===== src/rtl/plrm_pkg.sv =====
`timescale 1ns / 1ps

package plrm_pkg;

	localparam int MAX_LEVELS  = 64;
	localparam int CNT_W       = $clog2(MAX_LEVELS + 1);
	localparam int PRICE_W     = 60;
	localparam int PLACES_W    = 5;
	localparam int VOL_W       = 56;
	localparam int IDX_W       = 6;
	localparam int MAX_POW     = 18;
	localparam int DIV_CNT_W   = $clog2(PRICE_W);
	localparam int QUEUE_DEPTH = 2;
	localparam int QPTR_W      = $clog2(QUEUE_DEPTH);
	localparam int QCNT_W      = $clog2(QUEUE_DEPTH + 1);

	localparam logic [PRICE_W-1:0] BID_START_PRICE = 60'd999999999;
	localparam logic [VOL_W-1:0]   VOL_MAX         = {VOL_W{1'b1}};

	localparam logic SIDE_ASK = 1'b0;
	localparam logic SIDE_BID = 1'b1;

	typedef struct packed {
		logic                side;
		logic [PRICE_W-1:0]  price_value;
		logic [PLACES_W-1:0] price_places;
		logic [VOL_W-1:0]    level_volume;
		logic                first_of_side;
		logic                last_of_side;
	} in_word_t;

	typedef struct packed {
		logic                out_side;
		logic [PRICE_W-1:0]  out_price_value;
		logic [PLACES_W-1:0] out_price_places;
		logic [VOL_W-1:0]    out_volume;
		logic [IDX_W-1:0]    out_index;
		logic                out_last;
		logic                out_empty;
	} out_word_t;

	typedef struct packed {
		logic                side;
		logic [PRICE_W-1:0]  price_value;
		logic [PLACES_W-1:0] price_places;
		logic [VOL_W-1:0]    volume;
		logic                first_of_side;
		logic                last_of_side;
	} q_entry_t;

	typedef struct packed {
		logic                start;
		logic [PRICE_W-1:0]  value;
		logic [PLACES_W-1:0] shift;
	} div_req_t;

	typedef struct packed {
		logic               done;
		logic [PRICE_W-1:0] quotient;
		logic               rem_nz;
	} div_rsp_t;

	typedef enum logic {
		DV_IDLE,
		DV_RUN
	} dv_state_t;

	typedef enum logic [1:0] {
		FR_IDLE,
		FR_DIV,
		FR_PUSH
	} fr_state_t;

	typedef enum logic [2:0] {
		BK_IDLE,
		BK_CMP,
		BK_WAIT,
		BK_APPLY,
		BK_END
	} bk_state_t;

	function automatic logic [PRICE_W-1:0] pow10(input logic [PLACES_W-1:0] k);
		logic [PRICE_W-1:0] p;
		case (k)
			5'd0:    p = 60'd1;
			5'd1:    p = 60'd10;
			5'd2:    p = 60'd100;
			5'd3:    p = 60'd1000;
			5'd4:    p = 60'd10000;
			5'd5:    p = 60'd100000;
			5'd6:    p = 60'd1000000;
			5'd7:    p = 60'd10000000;
			5'd8:    p = 60'd100000000;
			5'd9:    p = 60'd1000000000;
			5'd10:   p = 60'd10000000000;
			5'd11:   p = 60'd100000000000;
			5'd12:   p = 60'd1000000000000;
			5'd13:   p = 60'd10000000000000;
			5'd14:   p = 60'd100000000000000;
			5'd15:   p = 60'd1000000000000000;
			5'd16:   p = 60'd10000000000000000;
			5'd17:   p = 60'd100000000000000000;
			5'd18:   p = 60'd1000000000000000000;
			default: p = '0;
		endcase
		return p;
	endfunction

endpackage


===== src/rtl/plrm_if.sv =====
`timescale 1ns / 1ps

interface plrm_in_if import plrm_pkg::*; ();
	logic     valid;
	logic     ready;
	in_word_t payload;

	modport source (output valid, output payload, input ready);
	modport sink (input valid, input payload, output ready);
endinterface

interface plrm_out_if import plrm_pkg::*; ();
	logic      valid;
	logic      ready;
	out_word_t payload;

	modport source (output valid, output payload, input ready);
	modport sink (input valid, input payload, output ready);
endinterface


===== src/rtl/plrm_div.sv =====
`timescale 1ns / 1ps

module plrm_div import plrm_pkg::*; (
	input  logic     clk,
	input  logic     arst_n,
	input  div_req_t req,
	output div_rsp_t rsp
);

	dv_state_t              state_q, state_nxt;
	logic [PRICE_W-1:0]     quo_q, rem_q, dvsr_q;
	logic [DIV_CNT_W-1:0]   cnt_q;
	logic                   done_q;
	logic [PRICE_W:0]       trial, diff;
	logic                   ge, last_step, long_div;
	logic [PRICE_W-1:0]     rem_nxt;

	always_comb begin
		trial     = {rem_q, quo_q[PRICE_W-1]};
		diff      = trial - {1'b0, dvsr_q};
		ge        = trial >= {1'b0, dvsr_q};
		rem_nxt   = ge ? diff[PRICE_W-1:0] : trial[PRICE_W-1:0];
		last_step = cnt_q == DIV_CNT_W'(PRICE_W - 1);
		long_div  = (req.shift != '0) && (req.shift <= PLACES_W'(MAX_POW));
	end

	always_comb begin
		state_nxt = state_q;
		case (state_q)
			DV_IDLE: begin
				if (req.start && long_div)
					state_nxt = DV_RUN;
			end
			DV_RUN: begin
				if (last_step)
					state_nxt = DV_IDLE;
			end
			default: state_nxt = DV_IDLE;
		endcase
	end

	always_ff @(posedge clk or negedge arst_n) begin
		if (!arst_n) begin
			state_q <= DV_IDLE;
			done_q  <= 1'b0;
			cnt_q   <= '0;
		end else begin
			state_q <= state_nxt;
			done_q  <= 1'b0;
			case (state_q)
				DV_IDLE: begin
					cnt_q <= '0;
					if (req.start && !long_div)
						done_q <= 1'b1;
				end
				DV_RUN: begin
					cnt_q <= cnt_q + 1'b1;
					if (last_step)
						done_q <= 1'b1;
				end
				default: cnt_q <= '0;
			endcase
		end
	end

	always_ff @(posedge clk) begin
		case (state_q)
			DV_IDLE: begin
				if (req.start) begin
					if (req.shift == '0) begin
						quo_q <= req.value;
						rem_q <= '0;
					end else if (!long_div) begin
						quo_q <= '0;
						rem_q <= req.value;
					end else begin
						quo_q  <= req.value;
						rem_q  <= '0;
						dvsr_q <= pow10(req.shift);
					end
				end
			end
			DV_RUN: begin
				quo_q <= {quo_q[PRICE_W-2:0], ge};
				rem_q <= rem_nxt;
			end
			default: begin
				quo_q <= quo_q;
			end
		endcase
	end

	assign rsp.done     = done_q;
	assign rsp.quotient = quo_q;
	assign rsp.rem_nz   = |rem_q;

endmodule


===== src/rtl/plrm_queue.sv =====
`timescale 1ns / 1ps

module plrm_queue import plrm_pkg::*; (
	input  logic     clk,
	input  logic     arst_n,
	input  logic     push,
	input  q_entry_t push_data,
	output logic     full,
	input  logic     pop,
	output q_entry_t pop_data,
	output logic     empty
);

	q_entry_t            mem_q [QUEUE_DEPTH];
	logic [QPTR_W-1:0]   wr_ptr_q, rd_ptr_q;
	logic [QCNT_W-1:0]   cnt_q;
	logic                do_push, do_pop;

	assign full     = cnt_q == QCNT_W'(QUEUE_DEPTH);
	assign empty    = cnt_q == '0;
	assign do_push  = push && !full;
	assign do_pop   = pop && !empty;
	assign pop_data = mem_q[rd_ptr_q];

	always_ff @(posedge clk or negedge arst_n) begin
		if (!arst_n) begin
			wr_ptr_q <= '0;
			rd_ptr_q <= '0;
			cnt_q    <= '0;
		end else begin
			if (do_push)
				wr_ptr_q <= (wr_ptr_q == QPTR_W'(QUEUE_DEPTH - 1)) ? '0 : wr_ptr_q + 1'b1;
			if (do_pop)
				rd_ptr_q <= (rd_ptr_q == QPTR_W'(QUEUE_DEPTH - 1)) ? '0 : rd_ptr_q + 1'b1;
			if (do_push && !do_pop)
				cnt_q <= cnt_q + 1'b1;
			else if (do_pop && !do_push)
				cnt_q <= cnt_q - 1'b1;
		end
	end

	always_ff @(posedge clk) begin
		if (do_push)
			mem_q[wr_ptr_q] <= push_data;
	end

endmodule


===== src/rtl/plrm_front.sv =====
`timescale 1ns / 1ps

module plrm_front import plrm_pkg::*; (
	input  logic                clk,
	input  logic                arst_n,
	plrm_in_if.sink             level,
	input  logic [PLACES_W-1:0] target_decimals,
	output logic                push,
	output q_entry_t            push_data,
	input  logic                full
);

	fr_state_t state_q, state_nxt;
	q_entry_t  ent_q;
	div_req_t  div_req;
	div_rsp_t  div_rsp;
	logic      accept, round;

	plrm_div u_div (
		.clk    (clk),
		.arst_n (arst_n),
		.req    (div_req),
		.rsp    (div_rsp)
	);

	always_comb begin
		level.ready = state_q == FR_IDLE;
		accept      = level.valid && level.ready;
		round       = level.payload.price_places > target_decimals;

		div_req.start = accept && round;
		div_req.value = level.payload.price_value;
		div_req.shift = level.payload.price_places - target_decimals;

		push      = state_q == FR_PUSH;
		push_data = ent_q;

		state_nxt = state_q;
		case (state_q)
			FR_IDLE: begin
				if (accept)
					state_nxt = round ? FR_DIV : FR_PUSH;
			end
			FR_DIV: begin
				if (div_rsp.done)
					state_nxt = FR_PUSH;
			end
			FR_PUSH: begin
				if (!full)
					state_nxt = FR_IDLE;
			end
			default: state_nxt = FR_IDLE;
		endcase
	end

	always_ff @(posedge clk or negedge arst_n) begin
		if (!arst_n)
			state_q <= FR_IDLE;
		else
			state_q <= state_nxt;
	end

	// round up for asks when anything was cut off
	always_ff @(posedge clk) begin
		if (accept) begin
			ent_q.side          <= level.payload.side;
			ent_q.price_value   <= level.payload.price_value;
			ent_q.price_places  <= round ? target_decimals : level.payload.price_places;
			ent_q.volume        <= level.payload.level_volume;
			ent_q.first_of_side <= level.payload.first_of_side;
			ent_q.last_of_side  <= level.payload.last_of_side;
		end else if (state_q == FR_DIV && div_rsp.done) begin
			ent_q.price_value <= div_rsp.quotient
				+ PRICE_W'((ent_q.side == SIDE_ASK) && div_rsp.rem_nz);
		end
	end

endmodule


===== src/rtl/plrm_back.sv =====
`timescale 1ns / 1ps

module plrm_back import plrm_pkg::*; (
	input  logic      clk,
	input  logic      arst_n,
	input  q_entry_t  pop_data,
	input  logic      empty,
	output logic      pop,
	plrm_out_if.source merged
);

	bk_state_t           state_q, state_nxt;
	q_entry_t            item_q;
	logic [PRICE_W-1:0]  last_pv_q;
	logic [PLACES_W-1:0] last_pp_q;
	logic [CNT_W-1:0]    cnt_q;
	logic [VOL_W-1:0]    vol_q;
	logic                adv_q;
	out_word_t           out_q;
	logic                out_valid_q;

	div_req_t            div_req;
	div_rsp_t            div_rsp;
	logic                swap, below_max, has_open, out_free;
	logic [PRICE_W-1:0]  other;
	logic                obig, osmall, dv_gt, dv_lt, adv;
	logic                emit_prev, apply_go, apply_emit, flush_emit;
	logic [VOL_W:0]      vol_sum;
	logic [VOL_W-1:0]    vol_sat;
	logic [IDX_W-1:0]    idx;

	plrm_div u_div (
		.clk    (clk),
		.arst_n (arst_n),
		.req    (div_req),
		.rsp    (div_rsp)
	);

	always_comb begin
		pop       = state_q == BK_IDLE && !empty;
		out_free  = !out_valid_q || merged.ready;
		below_max = cnt_q < CNT_W'(MAX_LEVELS);
		has_open  = cnt_q != '0;
		idx       = IDX_W'(cnt_q - 1'b1);

		// bring the side with more places down to the fewer places by dividing it
		swap = item_q.price_places > last_pp_q;
		div_req.start = state_q == BK_CMP && below_max;
		if (swap) begin
			div_req.value = item_q.price_value;
			div_req.shift = item_q.price_places - last_pp_q;
			other         = last_pv_q;
		end else begin
			div_req.value = last_pv_q;
			div_req.shift = last_pp_q - item_q.price_places;
			other         = item_q.price_value;
		end
		obig   = other > div_rsp.quotient;
		osmall = (other < div_rsp.quotient) || (other == div_rsp.quotient && div_rsp.rem_nz);
		dv_gt  = swap ? osmall : obig;
		dv_lt  = swap ? obig : osmall;
		adv    = (item_q.side == SIDE_BID) ? dv_lt : dv_gt;

		vol_sum = {1'b0, vol_q} + {1'b0, item_q.volume};
		vol_sat = vol_sum[VOL_W] ? VOL_MAX : vol_sum[VOL_W-1:0];

		emit_prev  = adv_q && has_open;
		apply_go   = state_q == BK_APPLY && (!emit_prev || out_free);
		apply_emit = apply_go && emit_prev;
		flush_emit = state_q == BK_END && item_q.last_of_side && out_free;

		state_nxt = state_q;
		case (state_q)
			BK_IDLE: begin
				if (pop)
					state_nxt = BK_CMP;
			end
			BK_CMP: begin
				state_nxt = below_max ? BK_WAIT : BK_END;
			end
			BK_WAIT: begin
				if (div_rsp.done)
					state_nxt = BK_APPLY;
			end
			BK_APPLY: begin
				if (apply_go)
					state_nxt = BK_END;
			end
			BK_END: begin
				if (!item_q.last_of_side || out_free)
					state_nxt = BK_IDLE;
			end
			default: state_nxt = BK_IDLE;
		endcase
	end

	always_ff @(posedge clk or negedge arst_n) begin
		if (!arst_n) begin
			state_q     <= BK_IDLE;
			last_pv_q   <= '0;
			last_pp_q   <= '0;
			cnt_q       <= '0;
			vol_q       <= '0;
			out_valid_q <= 1'b0;
		end else begin
			state_q <= state_nxt;
			if (pop && pop_data.first_of_side) begin
				cnt_q     <= '0;
				vol_q     <= '0;
				last_pv_q <= (pop_data.side == SIDE_BID) ? BID_START_PRICE : '0;
				last_pp_q <= '0;
			end
			if (apply_go) begin
				if (adv_q) begin
					last_pv_q <= item_q.price_value;
					last_pp_q <= item_q.price_places;
					cnt_q     <= cnt_q + 1'b1;
					vol_q     <= item_q.volume;
				end else if (has_open) begin
					vol_q <= vol_sat;
				end
			end
			if (flush_emit) begin
				cnt_q <= '0;
				vol_q <= '0;
			end
			if (apply_emit || flush_emit)
				out_valid_q <= 1'b1;
			else if (merged.ready)
				out_valid_q <= 1'b0;
		end
	end

	always_ff @(posedge clk) begin
		if (pop)
			item_q <= pop_data;
		if (state_q == BK_WAIT && div_rsp.done)
			adv_q <= adv;
		if (apply_emit || flush_emit) begin
			out_q.out_side <= item_q.side;
			out_q.out_last <= flush_emit;
			if (apply_emit || has_open) begin
				out_q.out_price_value  <= last_pv_q;
				out_q.out_price_places <= last_pp_q;
				out_q.out_volume       <= vol_q;
				out_q.out_index        <= idx;
				out_q.out_empty        <= 1'b0;
			end else begin
				out_q.out_price_value  <= '0;
				out_q.out_price_places <= '0;
				out_q.out_volume       <= '0;
				out_q.out_index        <= '0;
				out_q.out_empty        <= 1'b1;
			end
		end
	end

	assign merged.valid   = out_valid_q;
	assign merged.payload = out_q;

endmodule


===== src/rtl/price_level_rounding_merger.sv =====
`timescale 1ns / 1ps

// Price level rounding merger.
// level: one order-book level per word (side, price value and places, volume,
// first/last of side), valid/ready. merged: merged levels, valid/ready, at most
// two words per input word. cfg_we/cfg_wdata write target_decimals; write only
// while the block is idle.
// The front rounds each price with a radix-2 divider: it takes the word, runs
// a long division when the price carries 1 to 18 more places than
// target_decimals, returns a zero quotient with the whole value as remainder
// when it carries more than 18, skips the divider when it needs no rounding,
// then pushes into a two-word queue. The back pops a word, compares it against
// the open level on a second divider (long division when places differ by 1
// to 18), applies it and closes it; once the level limit is reached it skips
// the divider. Emitting a word holds the back only while merged stalls.
// Front and back overlap, so throughput is set by the slower of the two; each
// takes a new word only once it is through with the last.
// Reset clears the merge state and sets target_decimals to 1.
// A stalled receiver holds the output register; the back then stops, the queue
// fills and level.ready drops.

module price_level_rounding_merger import plrm_pkg::*; (
	input  logic                clk,
	input  logic                arst_n,
	plrm_in_if.sink             level,
	plrm_out_if.source          merged,
	input  logic                cfg_we,
	input  logic [PLACES_W-1:0] cfg_wdata
);

	logic [PLACES_W-1:0] td_q;
	logic                push, full, pop, empty;
	q_entry_t            push_data, pop_data;

	always_ff @(posedge clk or negedge arst_n) begin
		if (!arst_n)
			td_q <= PLACES_W'(1);
		else if (cfg_we)
			td_q <= cfg_wdata;
	end

	plrm_front u_front (
		.clk             (clk),
		.arst_n          (arst_n),
		.level           (level),
		.target_decimals (td_q),
		.push            (push),
		.push_data       (push_data),
		.full            (full)
	);

	plrm_queue u_queue (
		.clk       (clk),
		.arst_n    (arst_n),
		.push      (push),
		.push_data (push_data),
		.full      (full),
		.pop       (pop),
		.pop_data  (pop_data),
		.empty     (empty)
	);

	plrm_back u_back (
		.clk      (clk),
		.arst_n   (arst_n),
		.pop_data (pop_data),
		.empty    (empty),
		.pop      (pop),
		.merged   (merged)
	);

endmodule


===== src/flat_wrapper.sv =====
// flat-port wrapper written by rule: the top's interface ports become plain ports
module price_level_rounding_merger_flat import plrm_pkg::*;
  (clk, arst_n, cfg_we, cfg_wdata, level_valid, level_payload, level_ready, merged_valid, merged_payload, merged_ready);
  plrm_in_if level_i ();
  plrm_out_if merged_i ();
  input  logic clk;
  input  logic arst_n;
  input  logic cfg_we;
  input  logic [PLACES_W-1:0] cfg_wdata;
  input wire logic [$bits(level_i.valid)-1:0] level_valid;
  input wire logic [$bits(level_i.payload)-1:0] level_payload;
  output wire logic [$bits(level_i.ready)-1:0] level_ready;
  output wire logic [$bits(merged_i.valid)-1:0] merged_valid;
  output wire logic [$bits(merged_i.payload)-1:0] merged_payload;
  input wire logic [$bits(merged_i.ready)-1:0] merged_ready;
  assign level_i.valid = level_valid;
  assign level_i.payload = level_payload;
  assign level_ready = level_i.ready;
  assign merged_valid = merged_i.valid;
  assign merged_payload = merged_i.payload;
  assign merged_i.ready = merged_ready;
  price_level_rounding_merger u_core (.clk(clk), .arst_n(arst_n), .level(level_i), .merged(merged_i), .cfg_we(cfg_we), .cfg_wdata(cfg_wdata));
endmodule

===== config.mk =====
export PLATFORM = sky130hd
export DESIGN_NAME = price_level_rounding_merger_flat
export DESIGN_NICKNAME = d
export VERILOG_FILES = /design/src/rtl/plrm_pkg.sv /design/src/rtl/plrm_if.sv /design/src/rtl/plrm_div.sv /design/src/rtl/plrm_queue.sv /design/src/rtl/plrm_front.sv /design/src/rtl/plrm_back.sv /design/src/rtl/price_level_rounding_merger.sv /design/src/flat_wrapper.sv
export SDC_FILE = /design/constraint.sdc
export NUM_CORES = 2
export LEC_CHECK = 0
export BUFFER_PORTS_ARGS = -buffer_cell sky130_fd_sc_hd__buf_2
export CORE_MARGIN = 5
export CORE_UTILIZATION = 50
export DETAILED_ROUTE_END_ITERATION = 16
export PLACE_DENSITY = 0.65
export SETUP_SLACK_MARGIN = 0.1
export SLEW_MARGIN = 5
export SYNTH_ARGS = -nofsm -noshare
export SYNTH_HDL_FRONTEND = slang
export SYNTH_SLANG_ARGS = --single-unit

===== constraint.sdc =====
create_clock -name clk -period 15.57 [get_ports clk]
set_input_delay 0 -clock clk [delete_from_list [all_inputs] [get_ports clk]]
set_output_delay 0 -clock clk [all_outputs]
set_load 0.02 [all_outputs]

* Yosys cells after proc, flatten, opt, wreduce, memory -nomap -nowiden
Memories as Yosys holds them, arrays and structs flattened. A register that Yosys moved wholly into a read port is not among the register bits. Cells that the tools add are included.
Operators by class: add/sub/neg operators 15, magnitude comparators 9, equality and inequality tests 19, muxes and demuxes 77, bitwise gates (word level) 5, reduce and logical (&&, ||, !) cells 56
Operators by type and width (number):
- 2-to-1 mux 60 bit | 20
- case mux 60 bit (2 select lines) | 4
- 2-to-1 mux 56 bit | 6
- greater-or-equal comparator 61 x 60 -> 1 bit | 2
- OR reduction 60 bit | 2
- subtractor 60 bit | 2
- 2-to-1 mux 65 bit | 1
- adder 60 x 1 -> 60 bit | 1
- == test 60 bit | 1
- greater-than comparator 60 bit | 1
- less-than comparator 60 bit | 1
- adder 56 x 56 -> 57 bit | 1
- 2-to-1 mux 30 bit | 1
- 2-to-1 mux 7 bit | 4
- logical AND 1 bit | 24
- case mux 6 bit (2 select lines) | 2
- 2-to-1 mux 5 bit | 4
- 2-to-1 mux 1 bit | 18
- 2-to-1 mux 3 bit | 5
- case mux 3 bit (5 select lines) | 1
- subtractor 5 bit | 3
- adder 6 x 1 -> 6 bit (second input constant) | 2
- == test 6 bit (second input constant) | 2
- 2-to-1 mux 2 bit | 6
- other kinds (28) | 67
Word-level totals: register bits 897, bits in writable memories 248, bits in read-only memories 3584, input bits 134, output and inout bits 132, logic and storage cells 226, memories 3
Memory list:
- (name not given) | depth 32, width 56, rd ports 1, clocked after memory_dff 1, write ports 0, RTL line plrm_pkg.sv:84 | case (k)
- (name not given) | depth 32, width 56, rd ports 1, clocked after memory_dff 1, write ports 0, RTL line plrm_pkg.sv:84
- u_core.u_queue.mem_q | depth 2, width 124, rd ports 1, clocked after memory_dff 0, write ports 1, RTL line plrm_queue.sv:14 | q_entry_t mem_q [QUEUE_DEPTH];

* Longest topological paths before layout
word-level depth 9, depth in mapped cells 21, gate-level depth less buffers 18

* Modules after synthesis
Synthesis repeated with hierarchy kept, for this count alone.
Unflattened totals: cell total of the unflattened synthesis 5625, area, all modules 61769.2 um^2
By module, submodules not included:
- plrm_back | instances 1, cells each 1943, area an instance 21754.6 um^2, sequential area each 10930.5 um^2
- plrm_div at u_core.u_back.u_div | instances 1, cells each 1390, area an instance 12246.7 um^2, sequential area each 5335.1 um^2
- plrm_div at u_core.u_front.u_div | instances 1, cells each 1339, area an instance 12060.3 um^2, sequential area each 5335.1 um^2
- plrm_queue | instances 1, cells each 405, area an instance 9341.5 um^2, sequential area each 7547.2 um^2
- plrm_front | instances 1, cells each 538, area an instance 6183.4 um^2, sequential area each 3773.6 um^2
- price_level_rounding_merger | instances 1, cells each 10, area an instance 182.7 um^2, sequential area each 126.4 um^2

* Least setup slack after synthesis
OpenSTA, ideal clock, no wires.
path kind reg2reg, from register u_core.u_back.cnt_q[2], to register u_core.u_back.out_q, in the netlist u_core.u_back.merged.payload[0], enable pin, setup time 0.800 ns, arrival 10.595 ns, required time 14.770 ns, slack 4.175 ns, cell stages (with the launch flop) 9, buffers on the path 1, period minus slack after synthesis 11.395 ns, cell sequence dfrtp_1 -> clkbuf_1 -> nor3_1 -> nand3_1 -> nand3_1 -> nand2_1 -> nor2_1 -> nand2_1 -> o21ai_0
Between the ends: cells in the longest elaborated chain, start to end 7
RTL lines:
- start: declaration | RTL line plrm_back.sv:16 | logic [CNT_W-1:0] cnt_q;
- start signal: assignment | RTL line plrm_back.sv:117 | cnt_q <= cnt_q + 1'b1;
- nonzero test 7 bit (*) | RTL line plrm_back.sv:43 | has_open = cnt_q != '0;
- logical AND 1 bit (*) | RTL line plrm_back.sv:67 | emit_prev = adv_q && has_open;
- zero test 1 bit | RTL line plrm_back.sv:68 | apply_go = state_q == BK_APPLY && (!emit_prev || out_free);
- logical OR 1 bit | RTL line plrm_back.sv:68
- logical AND 1 bit | RTL line plrm_back.sv:68
- logical AND 1 bit (*) | RTL line plrm_back.sv:69 | apply_emit = apply_go && emit_prev;
- logical OR 1 bit (*) | RTL line plrm_back.sv:139 | if (apply_emit || flush_emit) begin
- end: declaration | RTL line plrm_back.sv:19 | out_word_t out_q;
Every way passes the cells marked *; elsewhere a longest branch is shown, timed or not. A chain may end at the register's enable or synchronous reset.

==> flow_results.org <==
** Outcome
- The run finished with clean final reports.

** Clock network
- Level count of the clock H-tree :: 3
- Clock root cell :: clkbuf_16
- Clock-pin slew was measured on the worst setup and hold paths at 0.06 ns.
- The number of clock buffers added by TritonCTS is 119.
- CTS saw 1127 sinks.
- Maximum clock insertion buffer count :: 3
- Buffers inserted to repair hold after CTS numbered ~200.
- Gates resized during post-CTS repair numbered 0.
- TritonCTS built the clock tree.
- At the later pin of the worst-skew pair, clock insertion delay measures 0.74 ns.
- Number of setup buffers added after CTS :: 0

** Pwr
- The worst-case IR drop observed on VDD is 0.000283 V.
- Power density cells :: 237 nW/um^2
- For this design the static power due to leakage is around 0.027 uW.
- The completed layout was analyzed and its total power is between 15000 and 20000 uW.

** Timing
- Fin crit period :: 6.18 ns
- Final Hold Vio Count :: 0
- Between clock sinks in the finished design, the worst skew comes to 0.0315 ns.
- After routing, the total negative slack on setup checks comes to 0 ns.
- RSZ-0062 raised after global routing :: false
- The number of max-slew violations in the final report was 0.
- Headroom to the max-slew limit came out at 29.2%.
- For the pin with the worst max-slew slack, the measured transition is between 1 and 1.5 ns.
- Final Cycle Share :: 39.7%
- Highest achievable clock rate :: roughly 160 MHz
- Setup violations remaining at the end of the flow were counted as 0.

** Synthesis
- Warnings, synthesis :: 0
- Cells after Synth :: 5390
- Dividing the synthesized area by the synthesized cell count gives 11.2 sq um.
- Post-synth top area share :: 48.2%
- Post-synthesis instance area :: 60300 sq um
- Summing the sequential cell areas from Yosys gives 54.8% of the chip area.
- Synthesis-stage register bit count :: about 1.1k
- The netlist uses about 110 different library cells.
- The biggest area contributor in the post-synthesis netlist is edfxtp_1.
- Number of nets in the synthesized netlist :: 5796
- For this run, asynchronously set or reset flops after synthesis account for 14.1%.
- The synthesized design contains 968 enable-type register cells.
- For this run, the leading register cell type out of synthesis is edfxtp_1.
- Leading cell types by total area after synthesis :: edfxtp_1 (48%), dfrtp_1 (6.6%), ha_1 (5.5%)

** Floorplan
- 266 I/O pins were placed.
- Die width :: 357 microns
- # rows :: 127
- Once the floorplan was initialized, standard cells occupied about half of the core.
- Height of the chip :: roughly 360 microns
- The die covers 128000 sq um.
- Placeable core region :: 120000 sq um

** Layout
- Most common library cell in the layout ignoring fill and taps :: edfxtp_1
- Final layout net count :: between 6k and 7k
- Area delta synth->final :: 14.4%
- In the layout the commonest cells are edfxtp_1 (968), nand2_1 (536), a21oi_1 (431).
- Final instance area :: 69000 sq um
- Fillers :: 10.0k
- In the final layout, the share of cells above drive strength 1 is 13.7%.

** GRT
- Across every metal layer, demand over resource in global routing totals a little over a quarter.
- Vias in the first global route :: ~43k
- Largest net degree at the start of global routing :: between 80 and 90
- Summed over all layers, the global routing overflow is 0.
- The initial antenna violation count came to 11.
- The first global-routing pass estimated 259000 microns of wire.

** Worst setup path
- The number of buffers and inverters on the critical path is 7.
- Worst Path Arrival :: 6.54 ns
- The signal on the critical path passes through inv_1, ha_1, inv_1, o22ai_1, a21o_2, buf_4, a211oi_1, or2_2, inv_2, ha_1, inv_1, o31ai_1, a21o_2, buf_4, o21ai_0, nor2_4, buf_4.
- Largest delay share family, worst path :: buffers and inverters
- By startpoint and endpoint, the worst setup path is classified as reg2reg.
- At the worst endpoint, the required time is 15.93 ns.
- STA classifies the critical path startpoint as a flop.
- Crit-path slowest cell :: buf_4
- Element type at the critical path end :: flop
- In this design, the stage delay of the slowest critical-path cell is 0.67 ns.
- Max Fanout on Critical Path :: 64

** Place
- Placed instance area :: 63000 sq um
- Buffers placed on the I/O ports in this run total 265.
- The congestion estimate from routability-driven global placement came to just over 0.9.
- The HPWL after detailed placement is 119000 microns.

** Routing
- Vias per cell :: 5.92
- Detail Route Antenna Nets :: 0
- The first detailed-routing pass took 5 iterations.
- After detailed routing, the average wire length per cell comes to 22.6 microns.
- Overall routed net length :: 169000 microns
- Vias :: between 40k and 50k
- In this run, the number of DRC markers left after iteration 0 of detailed routing was 4216.
- Number of remaining DRC errors :: 0

** Run
- Max-cap violations in this run came to 0.

** Worst hold path
- Tightest Hold Check Type :: in2reg
## state kept, by name (all words and copies together) (netlist names), 2 cells and up
name and flops:
u_core.u_front.push_data 124, u_core.u_back.item_q 123, u_core.u_back.vol_q 56, u_core.u_back.cnt_q 7, u_core.u_front.u_div.cnt_q 6, u_core.u_back.u_div.rem_q 60, u_core.u_back.u_div.cnt_q 6, u_core.u_back.u_div.quo_q 60
u_core.u_front.u_div.dvsr_q 51, u_core.u_queue.mem_q 248, u_core.u_front.state_q 2, u_core.u_front.u_div.rem_q 60, u_core.u_back.state_q 3, u_core.u_back.last_pp_q 5, u_core.u_queue.cnt_q 2, u_core.u_back.merged.payload 130
u_core.u_back.last_pv_q 60, u_core.u_back.u_div.dvsr_q 51, u_core.u_front.u_div.quo_q 60, u_core.td_q 5
## path summary, 6_finish.rpt
check,startpoint,to,slack [ns],cells after the start
min in group asynchronous,arst_n,u_core.u_back.last_pv_q[32]$_DFF_PN0_,0.42,4
hold reg to reg,u_core.u_front.push_data[9]$_DFFE_PP_,u_core.u_queue.mem_q[0][9]$_DFFE_PP_,0.44,0
hold / removal,level_payload[1],u_core.u_front.push_data[1]$_DFFE_PP_,0.06,2
setup / recovery,u_core.u_back.item_q[58]$_DFFE_PP_,u_core.u_back.u_div.dvsr_q[38]$_DFFE_PP_,9.39,17
max in group asynchronous,arst_n,u_core.u_back.u_div.state_q$_DFF_PN0_,13.42,5
setup reg to reg,u_core.u_back.item_q[58]$_DFFE_PP_,u_core.u_back.u_div.dvsr_q[38]$_DFFE_PP_,9.39,17
## power by group
group / total (uW) / leakage, uW / internal, uW / switching (uW)
Sequential: 5410 / 0.0113 / 4670 / 745
Combinational: 8100 / 0.0138 / 3070 / 5030
Clock: 2850 / 0.00190 / 1620 / 1230
Total: 16400 / 0.0271 / 9360 / 7010
## area by class of cell
| class | count | area [sq um] | share of cell area [%] |
|---|---|---|---|
| well taps | 1612 | 2020 | 2.92 |
| clock inverters | 83 | 768 | 1.11 |
| diodes | 7 | 17.5 | 0.0254 |
| repair buffers | 528 | 3850 | 5.58 |
| flip-flops and latches | 1127 | 33100 | 47.9 |
| clock buffers | 144 | 3130 | 4.54 |
| inverters | 249 | 940 | 1.36 |
| multi-input cells | 3713 | 25200 | 36.6 |
## stage by stage
step | setup slack [ns] | cells | utilization (%) | hold slack [ns]
after floorplan | 4.17 | 5390 | - | -0.296
after global placement | 9.62 | 7022 | 52.5 | 0.00446
after detailed placement | 9.42 | 7022 | 52.5 | 0.00637
after CTS | 9.39 | 7455 | 57.5 | 0.0257
after global routing | 9.03 | 7460 | 57.5 | 0.0476
final | 9.39 | 7463 | 57.5 | 0.0601
## cells in the mapped netlist (all sizes together), types with 12 or more instances
| library cell | number |
|---|---|
| nand3 | 143 |
| and2 | 135 |
| a21o | 140 |
| a2111oi | 20 |
| buf | 62 |
| o22ai | 13 |
| inv | 248 |
| clkbuf | 238 |
| and4 | 15 |
| a32oi | 27 |
| o31ai | 23 |
| xnor2 | 132 |
| edfxtp | 968 |
| ha | 266 |
| and3 | 44 |
| o21bai | 33 |
| nor2 | 283 |
| xor2 | 102 |
| o211ai | 19 |
| a221o | 25 |
| o21ai | 371 |
| dfrtp | 158 |
| a21oi | 437 |
| nor3 | 77 |
| mux2i | 107 |
| or2 | 12 |
| a22o | 70 |
| mux2 | 207 |
| nand2b | 25 |
| o21a | 28 |
| nor4 | 43 |
| a31oi | 38 |
| nor2b | 25 |
| or3 | 12 |
| nand2 | 540 |
| nand4 | 81 |
| a211oi | 87 |
## layer usage
layer,global-route usage [%],up-vias,part of all wire [%]
li1,-,20746,-
met1,37.6,21626,45
met2,40.8,1511,45
met3,3.67,263,6.4
met4,8.71,0,3.3
met5,0,-,0
## kinds of logic (layout without fill, tap and decap cells)
group	Yosys count	count (layout)	synth area share [%]
and+or+nand+nor	1465	1465	11.5
other	0	7	0
AOI/OAI and AO/OA	1428	1428	15.3
buffers and inverters	550	1004	3.68
DFF	1127	1127	54.8
adders and majority gates	272	272	5.71
muxes	314	314	5.64
xor gates and xnor gates	234	234	3.40
Power figures use the tool's default switching activity.
